File: config.mk
export PLATFORM = sky130hd
export DESIGN_NAME = multi_channel_servo_slew_positioner_core
export DESIGN_NICKNAME = d
export VERILOG_FILES = /design/src/mcsp_pkg.sv /design/src/mcsp_tick.sv /design/src/multi_channel_servo_slew_positioner_core.sv
export SDC_FILE = /design/constraint.sdc
export NUM_CORES = 1
export LEC_CHECK = 0
export BUFFER_PORTS_ARGS = -buffer_cell sky130_fd_sc_hd__buf_2
export CAP_MARGIN = 25
export CORE_ASPECT_RATIO = 1.5
export CORE_UTILIZATION = 55
export DETAILED_ROUTE_END_ITERATION = 6
export GPL_ROUTABILITY_DRIVEN = 0
export MAX_ROUTING_LAYER = met4
export PLACE_DENSITY = 0.72
export SLEW_MARGIN = 10
export SYNTH_ARGS = -nofsm -noshare
export SYNTH_HDL_FRONTEND = slang
export SYNTH_HIERARCHICAL = 1
export SYNTH_SLANG_ARGS = --single-unit
File: constraint.sdc
create_clock -name clk -period 8.1 [get_ports clk]
set_clock_uncertainty 0.15 [all_clocks]
set_input_delay 0.81 -clock clk [delete_from_list [all_inputs] [get_ports clk]]
set_output_delay 0.81 -clock clk [all_outputs]
set_load 0.01 [all_outputs]
File: src/mcsp_pkg.sv
// ----------------------------------------------------------------------------
// mcsp_pkg
// Types and constants shared by the servo slew positioner modules.
// ----------------------------------------------------------------------------
`default_nettype none

package mcsp_pkg;

	localparam int unsigned POS_W    = 16;
	localparam int unsigned CHAN_W   = 3;
	localparam int unsigned REQ_W    = 2;
	localparam int unsigned CFG_IDX_W = 3;
	localparam int unsigned CFG_DATA_W = 16;
	localparam int unsigned S_DATA_W = 8;
	localparam int unsigned M_DATA_W = 32;

	localparam logic [POS_W-1:0] RANGE_LO_RST  = 16'd1000;
	localparam logic [POS_W-1:0] RANGE_HI_RST  = 16'd2000;
	localparam logic [POS_W-1:0] STEP_SIZE_RST = 16'd10;
	localparam logic [POS_W-1:0] POS_RST       = 16'd1500;

	typedef enum logic [REQ_W-1:0] {
		REQ_SET_LEFT  = 2'd0,
		REQ_SET_RIGHT = 2'd1,
		REQ_TICK      = 2'd2
	} req_e_t;

	typedef enum logic [CFG_IDX_W-1:0] {
		CFG_RANGE_LO    = 3'd0,
		CFG_RANGE_HI    = 3'd1,
		CFG_STEP_SIZE   = 3'd2,
		CFG_END_SENSE   = 3'd3,
		CFG_CMD_SENSE   = 3'd4
	} cfg_idx_e_t;

	typedef struct packed {
		logic [POS_W-1:0] range_lo;
		logic [POS_W-1:0] range_hi;
		logic [POS_W-1:0] step_size;
		logic             end_sense_enable;
		logic             command_sense_enable;
	} cfg_t;

	// per-channel state as seen by the tick logic
	typedef struct packed {
		logic             cmd_left;
		logic             cmd_right;
		logic             flag_left;
		logic             flag_right;
		logic [POS_W-1:0] position;
	} chan_state_t;

	typedef struct packed {
		logic             end_left;
		logic             end_right;
		logic             btn_left;
		logic             btn_right;
	} switches_t;

	typedef struct packed {
		logic [POS_W-1:0] position;
		logic             at_left;
		logic             at_right;
		logic             left_changed;
		logic             right_changed;
		logic             left_request;
		logic             right_request;
	} tick_res_t;

endpackage

`default_nettype wire

File: src/mcsp_tick.sv
// ----------------------------------------------------------------------------
// mcsp_tick
// Single-pass slew step: new position, end flags and button requests of one
// channel from its current state, the switch samples and the configuration.
// ----------------------------------------------------------------------------
`default_nettype none

module mcsp_tick
	import mcsp_pkg::*;
(
	input  var cfg_t        cfg,
	input  var chan_state_t st,
	input  var switches_t   sw,
	output tick_res_t       res
);

	localparam int unsigned EXT_W = POS_W + 2;

	logic signed [EXT_W-1:0] pos_x;
	logic signed [EXT_W-1:0] step_x;
	logic signed [EXT_W-1:0] lo_x;
	logic signed [EXT_W-1:0] hi_x;
	logic signed [EXT_W-1:0] mid_x;
	logic [POS_W:0]          sum_lh;
	logic                    end_l;
	logic                    end_r;
	logic [POS_W-1:0]        pos_n;
	logic                    fl_n;
	logic                    fr_n;

	assign pos_x  = signed'({2'b00, st.position});
	assign step_x = signed'({2'b00, cfg.step_size});
	assign lo_x   = signed'({2'b00, cfg.range_lo});
	assign hi_x   = signed'({2'b00, cfg.range_hi});
	assign sum_lh = {1'b0, cfg.range_lo} + {1'b0, cfg.range_hi};
	assign mid_x  = signed'({2'b00, sum_lh[POS_W:1]});

	assign end_l = sw.end_left & cfg.end_sense_enable;
	assign end_r = sw.end_right & cfg.end_sense_enable;

	// all moves below stay inside 0..65535, so the low bits are exact
	always_comb begin
		pos_n = st.position;
		fl_n  = st.flag_left;
		fr_n  = st.flag_right;
		if (st.cmd_left == st.cmd_right) begin
			fl_n = 1'b0;
			fr_n = 1'b0;
			if (pos_x > mid_x + step_x) begin
				pos_n = st.position - cfg.step_size;
			end else if (pos_x < mid_x - step_x) begin
				pos_n = st.position + cfg.step_size;
			end
		end else if (st.cmd_left) begin
			fr_n = 1'b0;
			if (end_l) begin
				fl_n = 1'b1;
			end else if (pos_x > hi_x - step_x) begin
				pos_n = cfg.range_hi;
				fl_n  = 1'b1;
			end else begin
				pos_n = st.position + cfg.step_size;
				fl_n  = 1'b0;
			end
		end else begin
			fl_n = 1'b0;
			if (end_r) begin
				fr_n = 1'b1;
			end else if (pos_x < lo_x + step_x) begin
				pos_n = cfg.range_lo;
				fr_n  = 1'b1;
			end else begin
				pos_n = st.position - cfg.step_size;
				fr_n  = 1'b0;
			end
		end
	end

	assign res.position      = pos_n;
	assign res.at_left       = fl_n;
	assign res.at_right      = fr_n;
	assign res.left_changed  = fl_n ^ st.flag_left;
	assign res.right_changed = fr_n ^ st.flag_right;
	assign res.left_request  = cfg.command_sense_enable & ~st.cmd_left & sw.btn_left;
	assign res.right_request = cfg.command_sense_enable & ~st.cmd_right & sw.btn_right;

endmodule

`default_nettype wire

File: src/multi_channel_servo_slew_positioner_core.sv
// ----------------------------------------------------------------------------
// multi_channel_servo_slew_positioner_core
// Multi-channel servo positioner: command writes and slew ticks per channel.
// ----------------------------------------------------------------------------
// throughput: one transaction per cycle unless a tick waits for room in the result
// register; set by the single input register feeding the tick logic and the
// result register, which drives m_tvalid; channel state lives in flip-flops
// reset: all channel state clears, positions go to 1500, registers to reset values
`default_nettype none

module multi_channel_servo_slew_positioner_core
	import mcsp_pkg::*;
#(
	parameter int unsigned CHANNELS = 8
) (
	input  wire                   clk,
	input  wire                   arst_n,
	// configuration write port
	input  wire                   cfg_we,
	input  wire [CFG_IDX_W-1:0]   cfg_index,
	input  wire [CFG_DATA_W-1:0]  cfg_data,
	// request stream
	input  wire                   s_tvalid,
	output logic                  s_tready,
	// channel[2:0], command_value[3], end_left_switch[4], end_right_switch[5],
	// cmd_left_switch[6], cmd_right_switch[7]
	input  wire [S_DATA_W-1:0]    s_tdata,
	// req_type[1:0]
	input  wire [REQ_W-1:0]       s_tuser,
	// result stream
	output logic                  m_tvalid,
	input  wire                   m_tready,
	// out_channel[2:0], position[18:3], at_left[19], at_right[20],
	// left_flag_changed[21], right_flag_changed[22], left_request[23],
	// right_request[24], zero above
	output logic [M_DATA_W-1:0]   m_tdata
);

	localparam int unsigned CH_W = (CHANNELS > 1) ? $clog2(CHANNELS) : 1;

	// configuration registers
	cfg_t cfg_q;

	// channel state
	logic [CHANNELS-1:0] cmd_l_q;
	logic [CHANNELS-1:0] cmd_r_q;
	logic [CHANNELS-1:0] flag_l_q;
	logic [CHANNELS-1:0] flag_r_q;
	logic [POS_W-1:0]    pos_q [CHANNELS];

	// input stage
	logic                valid_s1;
	req_e_t              req_s1;
	logic [CHAN_W-1:0]   chan_s1;
	logic                val_s1;
	switches_t           sw_s1;

	// result register
	logic                out_valid_q;
	logic [CHAN_W-1:0]   out_chan_q;
	tick_res_t           out_res_q;

	logic                in_range;
	logic [CH_W-1:0]     idx;
	logic                is_tick;
	logic                is_set_l;
	logic                is_set_r;
	logic                out_free;
	logic                go_s1;
	chan_state_t         st;
	tick_res_t           res;

	always_ff @(posedge clk or negedge arst_n) begin
		if (!arst_n) begin
			cfg_q.range_lo             <= RANGE_LO_RST;
			cfg_q.range_hi             <= RANGE_HI_RST;
			cfg_q.step_size            <= STEP_SIZE_RST;
			cfg_q.end_sense_enable     <= 1'b1;
			cfg_q.command_sense_enable <= 1'b1;
		end else if (cfg_we) begin
			unique case (cfg_index)
				CFG_RANGE_LO:  cfg_q.range_lo             <= cfg_data;
				CFG_RANGE_HI:  cfg_q.range_hi             <= cfg_data;
				CFG_STEP_SIZE: cfg_q.step_size            <= cfg_data;
				CFG_END_SENSE: cfg_q.end_sense_enable     <= cfg_data[0];
				CFG_CMD_SENSE: cfg_q.command_sense_enable <= cfg_data[0];
				default: ;
			endcase
		end
	end

	assign in_range = ({1'b0, chan_s1} < (CHAN_W+1)'(CHANNELS));
	assign idx      = CH_W'(chan_s1);
	assign is_tick  = valid_s1 && in_range && (req_s1 == REQ_TICK);
	assign is_set_l = valid_s1 && in_range && (req_s1 == REQ_SET_LEFT);
	assign is_set_r = valid_s1 && in_range && (req_s1 == REQ_SET_RIGHT);

	assign out_free = !out_valid_q || m_tready;
	// only a tick needs room in the result register
	assign go_s1    = valid_s1 && (!is_tick || out_free);
	assign s_tready = !valid_s1 || go_s1;

	always_ff @(posedge clk or negedge arst_n) begin
		if (!arst_n) begin
			valid_s1 <= 1'b0;
		end else if (s_tready) begin
			valid_s1 <= s_tvalid;
		end
	end

	always_ff @(posedge clk) begin
		if (s_tvalid && s_tready) begin
			req_s1       <= req_e_t'(s_tuser);
			chan_s1      <= s_tdata[2:0];
			val_s1       <= s_tdata[3];
			sw_s1.end_left  <= s_tdata[4];
			sw_s1.end_right <= s_tdata[5];
			sw_s1.btn_left  <= s_tdata[6];
			sw_s1.btn_right <= s_tdata[7];
		end
	end

	assign st.cmd_left   = cmd_l_q[idx];
	assign st.cmd_right  = cmd_r_q[idx];
	assign st.flag_left  = flag_l_q[idx];
	assign st.flag_right = flag_r_q[idx];
	assign st.position   = pos_q[idx];

	mcsp_tick u_tick (
		.cfg (cfg_q),
		.st  (st),
		.sw  (sw_s1),
		.res (res)
	);

	// state is written as the item leaves the input stage, so the next item
	// on the same channel already sees it
	always_ff @(posedge clk or negedge arst_n) begin
		if (!arst_n) begin
			cmd_l_q  <= '0;
			cmd_r_q  <= '0;
			flag_l_q <= '0;
			flag_r_q <= '0;
			for (int i = 0; i < CHANNELS; i++) begin
				pos_q[i] <= POS_RST;
			end
		end else if (go_s1) begin
			if (is_set_l) begin
				cmd_l_q[idx] <= val_s1;
			end
			if (is_set_r) begin
				cmd_r_q[idx] <= val_s1;
			end
			if (is_tick) begin
				flag_l_q[idx] <= res.at_left;
				flag_r_q[idx] <= res.at_right;
				pos_q[idx]    <= res.position;
			end
		end
	end

	always_ff @(posedge clk or negedge arst_n) begin
		if (!arst_n) begin
			out_valid_q <= 1'b0;
		end else if (go_s1 && is_tick) begin
			out_valid_q <= 1'b1;
		end else if (m_tready) begin
			out_valid_q <= 1'b0;
		end
	end

	always_ff @(posedge clk) begin
		if (go_s1 && is_tick) begin
			out_chan_q <= chan_s1;
			out_res_q  <= res;
		end
	end

	assign m_tvalid = out_valid_q;
	assign m_tdata  = {7'd0,
		out_res_q.right_request, out_res_q.left_request,
		out_res_q.right_changed, out_res_q.left_changed,
		out_res_q.at_right, out_res_q.at_left,
		out_res_q.position, out_chan_q};

	// a channel is never at both ends at once
	assert property (@(posedge clk) disable iff (!arst_n)
		(flag_l_q & flag_r_q) == '0)
		else $error("channel flagged at both ends");

	assert property (@(posedge clk) disable iff (!arst_n)
		out_valid_q |-> !(out_res_q.at_left && out_res_q.at_right))
		else $error("result flags both ends");

	// a new result only comes from a tick leaving the input stage
	assert property (@(posedge clk) disable iff (!arst_n)
		$rose(out_valid_q) |-> $past(go_s1 && is_tick))
		else $error("result without tick");

	// a held tick keeps its stage
	assert property (@(posedge clk) disable iff (!arst_n)
		(valid_s1 && !go_s1) |=> (valid_s1 && $stable(chan_s1) && $stable(req_s1)))
		else $error("stalled item lost");

endmodule

`default_nettype wire

---- Word-level counts from Yosys, hierarchy flattened ----
Index checks and enable logic that the tools add are counted.
word-level totals
  register bits ........................... 247
  output and inout bits ................... 34
cells by class
  add/sub/neg operators ................... 7
  magnitude comparators ................... 8
  eq/ne operators ......................... 7
  multiplexer cells ....................... 38
  bitwise gates (word level) .............. 11
  reduce and logical (&&, ||, !) cells .... 25
operator list
  kind                count
  $mux 16             11
  $bwmux 128          1
  $add 16x16->17      3
  $bmux 16 s3         1
  $demux 16 s3        1
  $gt 17x18->1        2
  $lt 17x18->1        2
  $sub 16x16->17      2
  $bwmux 8            4
  $add 16x16->16      1
  $reduce_and 2->1    8
  $sub 16x16->16      1
  $mux 1              15
  $bmux 1 s3          4
  $logic_and 1x1->1   8
  $and 1x1->1         6
  $eq 3x2->1 const B  2
  $ge 4x4->1 const B  1
  $lt 3x4->1 const B  1
  $lt 4x1->1 const B  1
  $not 3->4           1
  $demux 1 s3         1
  $eq 3x1->1 const B  1
  $eq 3x3->1 const B  1
  other kinds (11)    17

---- Logic depth before layout (Yosys ltp) ----
  word-level depth ........................ 10
  mapped depth ............................ 32
  depth with buffers taken out ............ 29

---- Hierarchy ----
The synthesis kept the hierarchy.
modules (own cells, without submodules)
  module                                    times used  cells each  area an instance (um^2)  sequential area each (um^2)
  multi_channel_servo_slew_positioner_core  1           666         10742.8                  6446.2
  mcsp_tick                                 1           1089        7902.6                   0.0

---- Worst setup path after synthesis ----
No wires, ideal clock.
  path kind ............................... reg2reg
  start point ............................. register cfg_q[19] (netlist bit)
  end point ............................... register pos_q[82] (netlist bit)
  data arrival time ....................... 5.847 ns
  required time ........................... 7.868 ns
  slack ................................... 2.020 ns
  cell stages (with the launch flop) ...... 29
  path through ............................ dfrtp_1 -> inv_1 -> fa_1 -> nor2b_1 -> o21ai_0 -> a21boi_0 -> o21ai_0 -> a21oi_1 -> a41o_1 -> nor2_1 -> xnor2_1 -> ha_1 -> clkbuf_1 -> a21o_1 -> a2111oi_4 -> a21oi_1 -> a21oi_1 -> xnor2_1 -> ha_1 -> o21a_1 -> a211oi_1 -> o21ai_1 -> a2111oi_4 -> nor2_4 -> buf_6 -> and3_4 -> o32ai_2 -> o211ai_1 -> mux2_2
RTL lines
  item                             RTL line                                         RTL
  from (decl)                      multi_channel_servo_slew_positioner_core.sv:42   cfg_t cfg_q;
  to (signal, indexed assignment)  multi_channel_servo_slew_positioner_core.sv:157  pos_q[idx] <= res.position;
  to (decl)                        multi_channel_servo_slew_positioner_core.sv:49   logic [POS_W-1:0] pos_q [CHANNELS];

==> results.txt <==
----------------------------------------------------
[Status]
  Outcome ... finished, violations left
  Failing checks ... DRC

[CTS]
  Clock H-tree levels ... 1
  Clock latency reported for the late side of the worst-skew pair ... 0.53 ns
  Root buffer selected by CTS ... clkbuf_16
  Buffers from clock root to sink, at most ... 3
  Clk slew on worst S/H paths ... 0.07 ns
  Count of clock tree sinks ... 247
  TritonCTS clock tree ... yes
  Number of CTS-inserted buffers ... 23
  Number of buffers inserted for hold repair after clock tree synthesis ... 0

[Timing]
  Final worst path period share ... 96.2%
  Count of pins over their slew limit ... 0
  RSZ-0062 raised after global routing ... false
  Setup TNS ... 0 ns
  Worst slack on hold paths ... 0.196 ns
  Post-layout minimum cycle time ... 7.80 ns
  Number of failing setup endpoints in the final timing report ... 0
  Maximum frequency from static timing analysis ... 128 MHz
  PnR worst setup slack ... 0.305 ns
  Number of hold violations in the final report ... 0
  Max-Slew Margin vs Limit ... 30.1%
  Transition time of the tightest slew-check pin ... 1.05 ns

[Critical path]
  Element type at the critical path end ... register
  Required @ worst endpoint ... 8.39 ns
  Bufs and invs on worst path ... 2
  Critical-path maximum fanout ... 14
  Worst path max stage delay ... 0.47 ns
  Delay-heaviest family, CP ... compound AO/OA/AOI/OAI gates
  Slowest-stage cell, CP ... dfrtp_1
  Cell occurring most often along the worst timing path ... o21ai_0
  RR Startpoint ... cfg_q[19]$_DFFE_PN0P_
  Endpoint of the lowest-slack register-to-register path ... pos_q[51]$_DFFE_PN1P_
  Arrival time of the worst setup path ... 8.09 ns
  Crit Path Category ... register to register
  Startpoint class of the critical path ... register
  Slack of the worst reg-to-reg path ... 0.30 ns
  R2r worst-path depth ... 28

[Synth]
  Largest family of logic cells by synthesized area ... multiplexers
  Adder-cell area share of the yosys netlist ... 12.3%
  Gate count after technology mapping ... 1,755
  Most area-hungry cell type in the Yosys netlist ... dfrtp_1
  XOR/XNOR Fraction of Synth Area ... 4.13%
  Simple-Gate Fraction of Synth Area ... 12.2%
  Unique masters post-synth ... 97
  Ys flop type ... dfrtp_1
  Mux contribution to synthesized area ... 18.6%
  Flops & latches, synth ... 247
  Post-synthesis async set-or-reset flop share ... 85.8%
  Area of the mapped netlist ... 18,600 µm²
  Number of flops mapped to enable cells by yosys ... 35
  Sequential area share after synthesis ... 34.6%
  Synthesized-area fraction occupied by ao, oa, aoi and oai cells ... 13.8%
  Avg Cell Area, Syn ... 10.6 µm²
  Number of synthesis warnings ... 6
  Area share of the leading cell type in the synthesized netlist ... 18.8%
  Main area contributors after synthesis ... dfrtp_1, mux2_2, ha_1

[Layout]
  Multi-input gate area ... 11,500 µm²
  Layout Cell Area excl Fill ... 20,100 µm²
  Final Net Count ... 2,007
  Final Util ... 60.3%
  Number of standard cells in the final layout excluding fillers ... 2,230
  Synthesis-to-layout area growth ... 7.79%
  Commonest non-fill, non-tap cells in the layout ... mux2_2, ha_1, dfrtp_1
  Antenna diodes ... 0
  Number of fill cells in the layout ... 2,715
  Layout cell share with drive strength beyond 1 ... 27.6%
  Register area ... 6450 µm²
  Leading cell type in the layout, fill and taps excluded ... mux2_2

[Power and ir drop]
  Leakage power ... 8.87 nW
  Power per unit of standard cell area ... 440 nW/µm²
  Total design power ... 8.84 mW
  Worst voltage drop across the vdd grid ... 0.189 mV

[Drt]
  Number of vias in the routed layout ... 14,100
  First-pass DRT Iterations ... 7
  Post-detailed-route DRC marker count ... 2
  Remaining antenna violation count ... 0
  Per-cell via count in the routed design ... 6.33
  Average routed wire per standard cell ... 22.2 µm
  Number of DRC violations after detailed-routing iteration 0 ... 889
  Total Wirelength ... 49,600 µm

[Place]
  Placement Setup Slack ... -0.111 ns
  Input/output buffers ... 60
  Placed Instances ... 2,187
  HPWL reported at the end of detailed placement ... 37,200 µm
  Placed Instance Area ... 19,300 µm²

[GRT]
  Global-route wire length before repair ... 76,700 µm
  Global Route Usage Sum ... 29.6%
  Grt ovf ... 0
  Largest net degree at the start of global routing ... 106
  Vias in the first global route ... 14,300
  Initial antenna violation count ... 0

[Floorplan]
  Width of the die ... 152 µm
  Die height ... 228 µm
  Starting density of the core ... 55.9%
  Floorplan row count ... 82
  Core ar. ... 33,300 µm²
  I/O pin cnt ... 68
  Die ar. ... 34,700 µm²

[Hold path]
  Hold Crit Class ... input port to async pin

[Run]
  Count of maximum capacitance violations ... 0

----------------------------------------------------
[kinds of logic after synthesis]
kind of cell,after synthesis
flops,247
fa+ha+maj,179
other cells,1
buf+inv,168
mux,288
xor+xnor,88
simple gates,418
compound gates,366
[where the power goes]
part           switching (mW)  leakage (nW)  internal, mW  total [mW]
logic                    3.41          5.62          2.39        5.80
clock network           0.477         0.360         0.609        1.09
registers               0.249          2.89          1.71        1.96
[timing repair]
action                                 CTS  global route
endpoints found under the hold margin    0             0
buffers inserted                         0             1
resized for setup                        2             8
pin swaps                                0             1
setup endpoints to repair               35           109
[registers in the layout (all words and copies together), names as in the netlist]
register and count:
m_tdata 22, req_s1 2, flag_r_q 8, flag_l_q 8, out_chan_q 3, cmd_l_q 8, sw_s1 4, cmd_r_q 8
m_tvalid 1, valid_s1 1, cfg_q 50, pos_q 128, chan_s1 3, val_s1 1
[worst max-delay path by stage]
| stage | slack (ns) | depth (start not counted) | to | start |
|---|---|---|---|---|
| 2_1_floorplan | 2.02 | 28 | pos_q[82]$_DFFE_PN1P_ | cfg_q[19]$_DFFE_PN0P_ |
| 3_3_place_gp | 0.03 | 30 | pos_q[82]$_DFFE_PN1P_ | cfg_q[19]$_DFFE_PN0P_ |
| 3_5_place_dp | -0.11 | 30 | pos_q[82]$_DFFE_PN1P_ | cfg_q[19]$_DFFE_PN0P_ |
| 4_1_cts | 0.07 | 29 | pos_q[82]$_DFFE_PN1P_ | cfg_q[19]$_DFFE_PN0P_ |
| 5_1_grt | 0.06 | 29 | pos_q[51]$_DFFE_PN1P_ | cfg_q[19]$_DFFE_PN0P_ |
| 6_report | 0.30 | 28 | pos_q[51]$_DFFE_PN1P_ | cfg_q[19]$_DFFE_PN0P_ |
[cells in the mapped netlist (42+ instances only)]
library cell  number
mux2_2           217
ha_1             172
dfrtp_1          140
a21oi_1           95
nand2_1           91
nor2_1            90
inv_1             81
dfstp_2           72
o21ai_0           64
xnor2_1           64
nor3_1            46
mux2i_1           42
[routing by layer]
layer / vias to the layer above / track usage (%) / wire [µm]
met3: 172 / 2.13 / 1720
met1: 6968 / 31.3 / 19000
met2: 451 / 52.4 / 25100
met4: 0 / 22.0 / 3790
li1: 6533 / - / -
met5: - / - / 0
[final cells by class]
type,instances,area share (%)
clock inverters,11,0.591
flip-flops and latches,247,32.1
repair buffers,93,2.91
multi-input cells,1346,57.2
inverters,83,1.55
well taps,420,2.61
clock buffers,30,3.09
[worst reg2reg max path, delay by kind of cell (launching register included)]
kind | cells | cell delay (ns)
buffers and inverters | 2 | 0.30
xor gates and xnor gates | 1 | 0.20
and+or+nand+nor | 9 | 2.08
AOI/OAI and AO/OA | 12 | 3.01
DFF | 1 | 0.47
adders and majority gates | 3 | 1.15
muxes | 1 | 0.37
Note: power is estimated with default switching activity, not from simulation.
